===== src/design/msp_pkg.sv =====
package msp_pkg;

	localparam int CFG_IDX_W  = 3;
	localparam int CFG_DATA_W = 24;

	localparam logic [CFG_IDX_W-1:0] CFG_GAIN_NOW    = 3'd0;
	localparam logic [CFG_IDX_W-1:0] CFG_GAIN_PREV   = 3'd1;
	localparam logic [CFG_IDX_W-1:0] CFG_REF_FIRST   = 3'd2;
	localparam logic [CFG_IDX_W-1:0] CFG_REF_SECOND  = 3'd3;
	localparam logic [CFG_IDX_W-1:0] CFG_HALF_PERIOD = 3'd4;
	localparam logic [CFG_IDX_W-1:0] CFG_SPIKE_LIMIT = 3'd5;
	localparam logic [CFG_IDX_W-1:0] CFG_PWM_SCALE   = 3'd6;

	localparam logic [23:0] RST_GAIN_NOW    = 24'd118907;
	localparam logic [23:0] RST_GAIN_PREV   = 24'd77852;
	localparam logic [14:0] RST_REF_FIRST   = 15'd144;
	localparam logic [14:0] RST_REF_SECOND  = 15'd288;
	localparam logic [7:0]  RST_HALF_PERIOD = 8'd100;
	localparam logic [15:0] RST_SPIKE_LIMIT = 16'd7200;
	localparam logic [15:0] RST_PWM_SCALE   = 16'd1000;

	localparam int DUTY_W = 16;
	localparam int VEL_W  = 17;

	typedef struct packed {
		logic load;
		logic step;
		logic commit;
	} front_ctl_t;

	typedef struct packed {
		logic led;
		logic spike;
	} front_stat_t;

endpackage


===== src/design/msp_if.sv =====
interface msp_sample_if #(parameter int ENC_W = 16);
	logic                    valid;
	logic                    ready;
	logic signed [ENC_W-1:0] encoder_count;

	modport source (output valid, output encoder_count, input ready);
	modport sink   (input valid, input encoder_count, output ready);
endinterface

interface msp_drive_if;
	logic               valid;
	logic               ready;
	logic [15:0]        duty_forward;
	logic [15:0]        duty_reverse;
	logic               led_on;
	logic               spike_seen;
	logic signed [16:0] velocity_counts;

	modport source (output valid, output duty_forward, output duty_reverse, output led_on,
		output spike_seen, output velocity_counts, input ready);
	modport sink   (input valid, input duty_forward, input duty_reverse, input led_on,
		input spike_seen, input velocity_counts, output ready);
endinterface


===== src/design/msp_front.sv =====
module msp_front
	import msp_pkg::*;
#(
	parameter int ENC_W = 16
) (
	input  logic                    clk,
	input  logic                    arst_n,
	input  front_ctl_t              ctl,
	input  logic signed [ENC_W-1:0] count,
	input  logic [14:0]             ref_first,
	input  logic [14:0]             ref_second,
	input  logic [7:0]              half_period,
	input  logic [15:0]             spike_limit,
	output logic signed [ENC_W:0]   vel,
	output logic signed [((ENC_W+1 > 16) ? ENC_W+1 : 16):0] err,
	output logic signed [((ENC_W+1 > 16) ? ENC_W+1 : 16):0] last_err,
	output front_stat_t             stat
);

	localparam int VW = ENC_W + 1;
	localparam int CW = (VW > 16) ? VW : 16;
	localparam int EW = CW + 1;

	logic signed [ENC_W-1:0] count_q;
	logic signed [ENC_W-1:0] last_count_q;
	logic signed [VW-1:0]    vel_q;
	logic signed [EW-1:0]    err_q;
	logic signed [EW-1:0]    last_err_q;
	logic [7:0]              phase_q;
	logic                    led_q;
	logic                    spike_q;

	logic signed [VW-1:0] diff;
	logic [VW-1:0]        mag;
	logic                 reject;
	logic signed [VW-1:0] vel_new;
	logic                 first_half;
	logic [14:0]          ref_sel;
	logic [8:0]           phase_inc;

	assign diff       = VW'(count_q) - VW'(last_count_q);
	assign mag        = diff[VW-1] ? VW'(-diff) : VW'(diff);
	assign reject     = CW'(mag) >= CW'(spike_limit);
	assign vel_new    = reject ? vel_q : diff;
	assign first_half = phase_q < half_period;
	assign ref_sel    = first_half ? ref_first : ref_second;
	assign phase_inc  = 9'(phase_q) + 9'd1;

	always_ff @(posedge clk) begin
		if (ctl.load) begin
			count_q <= count;
		end
	end

	always_ff @(posedge clk or negedge arst_n) begin
		if (!arst_n) begin
			last_count_q <= '0;
			vel_q        <= '0;
			err_q        <= '0;
			last_err_q   <= '0;
			phase_q      <= '0;
			led_q        <= 1'b0;
			spike_q      <= 1'b0;
		end else begin
			if (ctl.step) begin
				last_count_q <= count_q;
				vel_q        <= vel_new;
				err_q        <= $signed(EW'(ref_sel)) - EW'(vel_new);
				led_q        <= first_half;
				spike_q      <= spike_q | reject;
				phase_q      <= (phase_inc >= {half_period, 1'b0}) ? 8'd0 : phase_inc[7:0];
			end
			if (ctl.commit) begin
				last_err_q <= err_q;
			end
		end
	end

	assign vel        = vel_q;
	assign err        = err_q;
	assign last_err   = last_err_q;
	assign stat.led   = led_q;
	assign stat.spike = spike_q;

endmodule


===== src/design/msp_mult.sv =====
module msp_mult #(
	parameter int A_W = 25,
	parameter int B_W = 18
) (
	input  logic                     clk,
	input  logic                     en,
	input  logic signed [A_W-1:0]    a,
	input  logic signed [B_W-1:0]    b,
	output logic signed [A_W+B_W-1:0] prod
);

	logic signed [A_W+B_W-1:0] prod_q;

	always_ff @(posedge clk) begin
		if (en) begin
			prod_q <= (A_W+B_W)'(a) * (A_W+B_W)'(b);
		end
	end

	assign prod = prod_q;

endmodule


===== src/design/motor_speed_pi_controller_unit.sv =====
// An input tick passes the states PREP, M1, M2, ACC and M3, and in OUT the
// result is loaded once the output register is free; one shared multiplier
// is used three times per tick (two gain products, then the PWM scaling).
// The input stays not ready from the transfer until the result is loaded.
// Reset (arst_n low, asynchronous) clears the controller state and loads the
// register defaults; it takes effect at once and needs no clearing pass.
module motor_speed_pi_controller_unit
	import msp_pkg::*;
#(
	parameter int ENCODER_BITS   = 16,
	parameter int GAIN_FRAC_BITS = 24
) (
	input  logic                  clk,
	input  logic                  arst_n,
	msp_sample_if.sink            sample,
	msp_drive_if.source           drive,
	input  logic                  cfg_we,
	input  logic [CFG_IDX_W-1:0]  cfg_index,
	input  logic [CFG_DATA_W-1:0] cfg_data
);

	localparam int F  = GAIN_FRAC_BITS;
	localparam int VW = ENCODER_BITS + 1;
	localparam int CW = (VW > 16) ? VW : 16;
	localparam int EW = CW + 1;
	localparam int MA = (F + 2 > 25) ? F + 2 : 25;
	localparam int MB = EW;
	localparam int PW = MA + MB;
	localparam int AW = PW + 2;
	localparam int DW = F + 2;
	localparam logic signed [AW-1:0] U_ONE = AW'(64'd1 << F);
	localparam logic signed [AW-1:0] U_NEG = -U_ONE;

	localparam logic [2:0] S_IDLE = 3'd0;
	localparam logic [2:0] S_PREP = 3'd1;
	localparam logic [2:0] S_M1   = 3'd2;
	localparam logic [2:0] S_M2   = 3'd3;
	localparam logic [2:0] S_ACC  = 3'd4;
	localparam logic [2:0] S_M3   = 3'd5;
	localparam logic [2:0] S_OUT  = 3'd6;

	logic [2:0]  state_q;
	logic [23:0] gain_now_q;
	logic [23:0] gain_prev_q;
	logic [14:0] ref_first_q;
	logic [14:0] ref_second_q;
	logic [7:0]  half_period_q;
	logic [15:0] spike_limit_q;
	logic [15:0] pwm_scale_q;

	logic signed [AW-1:0] acc_q;
	logic signed [DW-1:0] drive_q;
	logic [F:0]           umag_q;
	logic                 neg_q;
	logic                 out_valid_q;
	logic [15:0]          duty_fwd_q;
	logic [15:0]          duty_rev_q;
	logic                 led_q;
	logic                 spike_q;
	logic signed [16:0]   vel_out_q;

	front_ctl_t           fctl;
	front_stat_t          fstat;
	logic signed [VW-1:0] vel;
	logic signed [EW-1:0] err;
	logic signed [EW-1:0] last_err;
	logic signed [EW-1:0] vel_ext;

	logic                 mul_en;
	logic signed [MA-1:0] mul_a;
	logic signed [MB-1:0] mul_b;
	logic signed [PW-1:0] prod;

	logic signed [AW-1:0] u_sum;
	logic signed [AW-1:0] u_clamp;
	logic signed [AW-1:0] u_abs;
	logic                 accept;
	logic                 load_out;

	assign accept   = sample.valid && sample.ready;
	assign load_out = (state_q == S_OUT) && (!out_valid_q || drive.ready);

	assign sample.ready = (state_q == S_IDLE);

	assign fctl.load   = accept;
	assign fctl.step   = (state_q == S_PREP);
	assign fctl.commit = (state_q == S_ACC);

	msp_front #(.ENC_W(ENCODER_BITS)) u_front (
		.clk        (clk),
		.arst_n     (arst_n),
		.ctl        (fctl),
		.count      (sample.encoder_count),
		.ref_first  (ref_first_q),
		.ref_second (ref_second_q),
		.half_period(half_period_q),
		.spike_limit(spike_limit_q),
		.vel        (vel),
		.err        (err),
		.last_err   (last_err),
		.stat       (fstat)
	);

	always_comb begin
		mul_en = 1'b0;
		mul_a  = $signed(MA'(gain_now_q));
		mul_b  = MB'(err);
		case (state_q)
			S_M1: begin
				mul_en = 1'b1;
			end
			S_M2: begin
				mul_en = 1'b1;
				mul_a  = $signed(MA'(gain_prev_q));
				mul_b  = MB'(last_err);
			end
			S_M3: begin
				mul_en = 1'b1;
				mul_a  = $signed(MA'(umag_q));
				mul_b  = $signed(MB'(pwm_scale_q));
			end
			default: begin
				mul_en = 1'b0;
			end
		endcase
	end

	msp_mult #(.A_W(MA), .B_W(MB)) u_mult (
		.clk (clk),
		.en  (mul_en),
		.a   (mul_a),
		.b   (mul_b),
		.prod(prod)
	);

	assign u_sum   = acc_q - AW'(prod);
	assign u_clamp = (u_sum > U_ONE) ? U_ONE : ((u_sum < U_NEG) ? U_NEG : u_sum);
	assign u_abs   = u_clamp[AW-1] ? -u_clamp : u_clamp;
	assign vel_ext = EW'(vel);

	always_ff @(posedge clk or negedge arst_n) begin
		if (!arst_n) begin
			gain_now_q    <= RST_GAIN_NOW;
			gain_prev_q   <= RST_GAIN_PREV;
			ref_first_q   <= RST_REF_FIRST;
			ref_second_q  <= RST_REF_SECOND;
			half_period_q <= RST_HALF_PERIOD;
			spike_limit_q <= RST_SPIKE_LIMIT;
			pwm_scale_q   <= RST_PWM_SCALE;
		end else if (cfg_we) begin
			case (cfg_index)
				CFG_GAIN_NOW:    gain_now_q    <= cfg_data[23:0];
				CFG_GAIN_PREV:   gain_prev_q   <= cfg_data[23:0];
				CFG_REF_FIRST:   ref_first_q   <= cfg_data[14:0];
				CFG_REF_SECOND:  ref_second_q  <= cfg_data[14:0];
				CFG_HALF_PERIOD: half_period_q <= cfg_data[7:0];
				CFG_SPIKE_LIMIT: spike_limit_q <= cfg_data[15:0];
				CFG_PWM_SCALE:   pwm_scale_q   <= cfg_data[15:0];
				default: begin
				end
			endcase
		end
	end

	always_ff @(posedge clk or negedge arst_n) begin
		if (!arst_n) begin
			state_q     <= S_IDLE;
			drive_q     <= '0;
			out_valid_q <= 1'b0;
		end else begin
			case (state_q)
				S_IDLE: if (accept) state_q <= S_PREP;
				S_PREP: state_q <= S_M1;
				S_M1:   state_q <= S_M2;
				S_M2:   state_q <= S_ACC;
				S_ACC: begin
					drive_q <= u_clamp[DW-1:0];
					state_q <= S_M3;
				end
				S_M3:   state_q <= S_OUT;
				S_OUT:  if (load_out) state_q <= S_IDLE;
				default: state_q <= S_IDLE;
			endcase
			if (load_out) begin
				out_valid_q <= 1'b1;
			end else if (drive.ready) begin
				out_valid_q <= 1'b0;
			end
		end
	end

	always_ff @(posedge clk) begin
		if (state_q == S_M2) begin
			acc_q <= AW'(prod) + AW'(drive_q);
		end
		if (state_q == S_ACC) begin
			neg_q  <= u_clamp[AW-1];
			umag_q <= u_abs[F:0];
		end
		if (load_out) begin
			duty_fwd_q <= neg_q ? 16'd0 : prod[F+DUTY_W-1:F];
			duty_rev_q <= neg_q ? prod[F+DUTY_W-1:F] : 16'd0;
			led_q      <= fstat.led;
			spike_q    <= fstat.spike;
			vel_out_q  <= vel_ext[VEL_W-1:0];
		end
	end

	assign drive.valid           = out_valid_q;
	assign drive.duty_forward    = duty_fwd_q;
	assign drive.duty_reverse    = duty_rev_q;
	assign drive.led_on          = led_q;
	assign drive.spike_seen      = spike_q;
	assign drive.velocity_counts = vel_out_q;

endmodule


===== src/flat_wrapper.sv =====
// flat-port wrapper written by rule: the top's interface ports become plain ports
module motor_speed_pi_controller_unit_flat import msp_pkg::*;
#(
	parameter int ENCODER_BITS   = 16,
	parameter int GAIN_FRAC_BITS = 24
)
  (clk, arst_n, cfg_we, cfg_index, cfg_data, sample_valid, sample_encoder_count, sample_ready, drive_valid, drive_duty_forward, drive_duty_reverse, drive_led_on, drive_spike_seen, drive_velocity_counts, drive_ready);
  msp_sample_if sample_i ();
  msp_drive_if drive_i ();
  input  logic clk;
  input  logic arst_n;
  input  logic cfg_we;
  input  logic [CFG_IDX_W-1:0] cfg_index;
  input  logic [CFG_DATA_W-1:0] cfg_data;
  input wire logic [$bits(sample_i.valid)-1:0] sample_valid;
  input wire logic [$bits(sample_i.encoder_count)-1:0] sample_encoder_count;
  output wire logic [$bits(sample_i.ready)-1:0] sample_ready;
  output wire logic [$bits(drive_i.valid)-1:0] drive_valid;
  output wire logic [$bits(drive_i.duty_forward)-1:0] drive_duty_forward;
  output wire logic [$bits(drive_i.duty_reverse)-1:0] drive_duty_reverse;
  output wire logic [$bits(drive_i.led_on)-1:0] drive_led_on;
  output wire logic [$bits(drive_i.spike_seen)-1:0] drive_spike_seen;
  output wire logic [$bits(drive_i.velocity_counts)-1:0] drive_velocity_counts;
  input wire logic [$bits(drive_i.ready)-1:0] drive_ready;
  assign sample_i.valid = sample_valid;
  assign sample_i.encoder_count = sample_encoder_count;
  assign sample_ready = sample_i.ready;
  assign drive_valid = drive_i.valid;
  assign drive_duty_forward = drive_i.duty_forward;
  assign drive_duty_reverse = drive_i.duty_reverse;
  assign drive_led_on = drive_i.led_on;
  assign drive_spike_seen = drive_i.spike_seen;
  assign drive_velocity_counts = drive_i.velocity_counts;
  assign drive_i.ready = drive_ready;
  motor_speed_pi_controller_unit #(.ENCODER_BITS(ENCODER_BITS), .GAIN_FRAC_BITS(GAIN_FRAC_BITS)) u_core (.clk(clk), .arst_n(arst_n), .sample(sample_i), .drive(drive_i), .cfg_we(cfg_we), .cfg_index(cfg_index), .cfg_data(cfg_data));
endmodule

===== config.mk =====
export PLATFORM = sky130hd
export DESIGN_NAME = motor_speed_pi_controller_unit_flat
export DESIGN_NICKNAME = d
export VERILOG_FILES = /design/src/design/msp_pkg.sv /design/src/design/msp_if.sv /design/src/design/msp_front.sv /design/src/design/msp_mult.sv /design/src/design/motor_speed_pi_controller_unit.sv /design/src/flat_wrapper.sv
export SDC_FILE = /design/constraint.sdc
export NUM_CORES = 2
export LEC_CHECK = 0
export BUFFER_PORTS_ARGS = -buffer_cell sky130_fd_sc_hd__buf_4
export CAP_MARGIN = 0
export CORE_ASPECT_RATIO = 1.1
export CORE_UTILIZATION = 60
export CTS_CLUSTER_SIZE = 30
export DETAILED_ROUTE_END_ITERATION = 6
export GPL_TIMING_DRIVEN = 0
export HOLD_SLACK_MARGIN = 0.08
export PLACE_DENSITY = 0.81
export SLEW_MARGIN = 5
export SYNTH_ARGS = -nofsm -noshare
export SYNTH_HDL_FRONTEND = slang
export SYNTH_SLANG_ARGS = --single-unit

===== constraint.sdc =====
create_clock -name clk -period 20 [get_ports clk]
set_clock_uncertainty 0.15 [all_clocks]
set_input_delay 0 -clock clk [delete_from_list [all_inputs] [get_ports clk]]
set_output_delay 0 -clock clk [all_outputs]
set_load 0.05 [all_outputs]

==> qor.csv <==
metric,value,unit
run_status,completed,
detail_route.drc_violations,0,
max_clock_freq,0.0901,GHz
criticalPathCategory,flip-flop to flip-flop,
area.growth.synth_to_final,12.0,%
io-pin-count,101,
period_share,55.5,%
required,20180,ps
maximum_number_of_pins_on_one_net_before_global_route_repair,112,
clock_sinks,409,
via_count_of_the_first_global_routing_pass,31900,
critPathSlowestCell,clkbuf_1,
drv_slew,0,
nets_final,5057,
grt_first_pass_wirelength,188000,microns
most-common-layout-cells,"nand2_1 (611), inv_1 (568), fa_1 (372)",
drive_gt1_share,9.42,%
synth-async-reset-ratio,55.5,%
layout_commonest_cell,nand2_1,
dr_total_vias,32100,
grt_antenna_before_repair,1,
period_needed,11100,ps
die-area,65400,sq um
netlist_instances,4078,
timing.final.setup_violations,0,
postRouteAntennaNets,0,
synth-seq-cells,409,
drt_pass1_iterations,6,
worstSetupStartpointType,flip-flop,
timing.hold.worst.class,primary input to flip-flop,
fp.dieH,268,microns
dp_hpwl,93600,microns
cts_tree,yes,
synth-main-ff-cell,dfrtp_1,
grt_util_all_layers,38.2,%
floorplan.rows,97,
cp_slowest_stage_delay,630,ps
netlist_area,38600,sq um
core,63700,sq um
reported_max_cap_violation_count,0,
wl,123000,microns
ys.warnings.count,0,
number_of_buffer_cells_added_on_primary_ports,98,
floorplan.initialDensity,60.6,%
cts-root-buf,clkbuf_16,
synth-edff-count,182,
yosys.cell_types.count,94,
fin_tns_setup,0,ps
clock_tree.htree_level_count,2,
dr.first_iter.drc_count,3115,
syn_avg_cell_area,9.47,sq um
cts_repair_resizes,0,
route.detailed.vias_per_inst,6.14,
worst_pin_slew,1350,ps
die_width,244,microns
relSlewSlack,9.91,%
rsz0062_at_grt,false,
cts_buffers,46,
arrival,11280,ps
synth-seq-area-share,29.0,%
worst_skew_pair.late_latency,650,ps
cts_buffer_depth,3,
globalplace.congestion,1.07,
end_kind,flip-flop,
grt_overflow_total,0,
num-fill-cells,4965,
timing.critical_path.fanout_max,10,
detail_route.wl_per_cell,23.5,microns
syn_nets,4798,
cts.reportedPaths.clkPinSlew,70,ps
number_of_hold_slack_violations_in_the_final_timing_report,0,
-- Yosys cell counts (all sizes together) (8+ instances only) --
master | n | area, sq um
o31ai | 14 | 110
a21oi | 179 | 903
a22o | 9 | 78.8
dfstp | 33 | 867
a21o | 87 | 653
a31oi | 19 | 119
a221oi | 30 | 287
o21ai | 154 | 775
mux2i | 18 | 180
nand2 | 611 | 2290
o21bai | 22 | 165
nand3 | 52 | 260
fa | 372 | 7450
inv | 569 | 2140
nor2b | 30 | 195
or3 | 15 | 93.8
dfrtp | 194 | 4850
o21a | 35 | 263
mux2 | 129 | 1450
and4 | 10 | 87.6
and2 | 80 | 500
buf | 19 | 95.1
o211ai | 9 | 67.6
nor3 | 48 | 240
a221o | 27 | 270
nand4 | 25 | 156
nor2 | 249 | 935
xor2 | 53 | 464
clkbuf | 136 | 510
o22ai | 8 | 50.1
edfxtp | 182 | 5470
and3 | 26 | 168
nor3b | 8 | 60.1
xnor2 | 103 | 902
nor4 | 11 | 68.8
a22oi | 17 | 128
nand2b | 42 | 263
a211oi | 28 | 210
or2 | 15 | 93.9
ha | 300 | 3750
-- worst paths after layout --
check / startpoint / end / slack, ps / cells after the start
worst max-delay path: u_core.state_q[2]$_DFFE_PN0P_ / u_core.u_mult.prod[43]$_DFFE_PP_ / 8900 / 35
worst min-delay path: cfg_data[1] / u_core.ref_first_q[1]$_DFFE_PN0P_ / 100 / 3
worst max register to register: u_core.state_q[2]$_DFFE_PN0P_ / u_core.u_mult.prod[43]$_DFFE_PP_ / 8900 / 35
worst min register to register: u_core.u_front.spike_q$_DFFE_PN0P_ / u_core.drive.spike_seen$_DFFE_PP_ / 310 / 0
max in group asynchronous: arst_n / u_core.drive_q[21]$_DFFE_PN0P_ / 17870 / 5
min in group asynchronous: arst_n / u_core.u_front.phase_q[2]$_DFFE_PN0P_ / 320 / 3
-- area by class of cell --
class                      instances  area (sq um)  share of cell area, %
timing repair buffer             211          1910                   4.42
clock inverter                    29           347                  0.801
antenna                            4          10.0                 0.0231
sequential                       409         11200                   25.9
multi-input combinational       2944         24800                   57.2
tap                              841          1050                   2.43
inverter                         570          2140                   4.95
buffer                           155           608                   1.41
clock buffer                      57          1250                   2.90
-- registers in the layout (all words and copies together) (netlist names), 17 cells and up --
register,cells
u_core.u_front.err,18
u_core.gain_now_q,24
u_core.u_mult.prod,44
u_core.umag_q,25
u_core.acc_q,45
u_core.drive.velocity_counts,17
u_core.u_front.vel,17
u_core.drive_q,26
u_core.gain_prev_q,24
u_core.u_front.last_err,18
-- kinds of logic (layout without fill, tap and decap cells) --
group | count (synthesis) | in the layout | synth area share (%)
and+or+nand+nor | 1248 | 1248 | 14.6
buffers and inverters | 725 | 1022 | 7.11
AOI/OAI and AO/OA | 720 | 720 | 12.6
adders and majority gates | 672 | 672 | 29.0
DFF | 409 | 409 | 29.0
xor gates and xnor gates | 156 | 156 | 3.54
muxes | 147 | 147 | 4.23
other | 1 | 5 | 0.00971
-- per-stage QoR --
stage	instances	hold slack (ps)	cell area [sq um]	utilization, %	worst slack (ps)
6_report	5220	98.7	43300	67.9	8900
5_1_grt	5216	88.6	43300	67.9	8510
4_1_cts	5216	84.4	43300	67.9	9050
3_5_place_dp	5035	-354	40700	63.9	9170
3_3_place_gp	5017	28.0	40400	63.4	7710
2_1_floorplan	4078	-446	38600	-	10630
-- critical path, delay by kind of cell, from the launching register on --
kind | cells | cell delay (ps)
fa+ha+maj | 7 | 3570
buf+inv | 10 | 2410
simple gates | 9 | 2030
compound gates | 8 | 1960
flops | 1 | 510
xor+xnor | 1 | 130
-- timing repair --
item / CTS / global route
setup buffers: 0 / 0
hold buffers: 95 / 0
hold endpoints to repair: 390 / 0
-- routing by layer --
metal | vias to the layer above | GRT usage [%] | share of wire, %
met2 | 1661 | 62.6 | 47
met4 | 0 | 22.7 | 7.0
met5 | - | 0 | 0
li1 | 14200 | - | -
met1 | 15800 | 47.0 | 37
met3 | 387 | 7.47 | 8.8
Power is left out: the tool's default activity adds up to more than one toggle a clock period on the data nets, which glitch-free logic cannot reach.
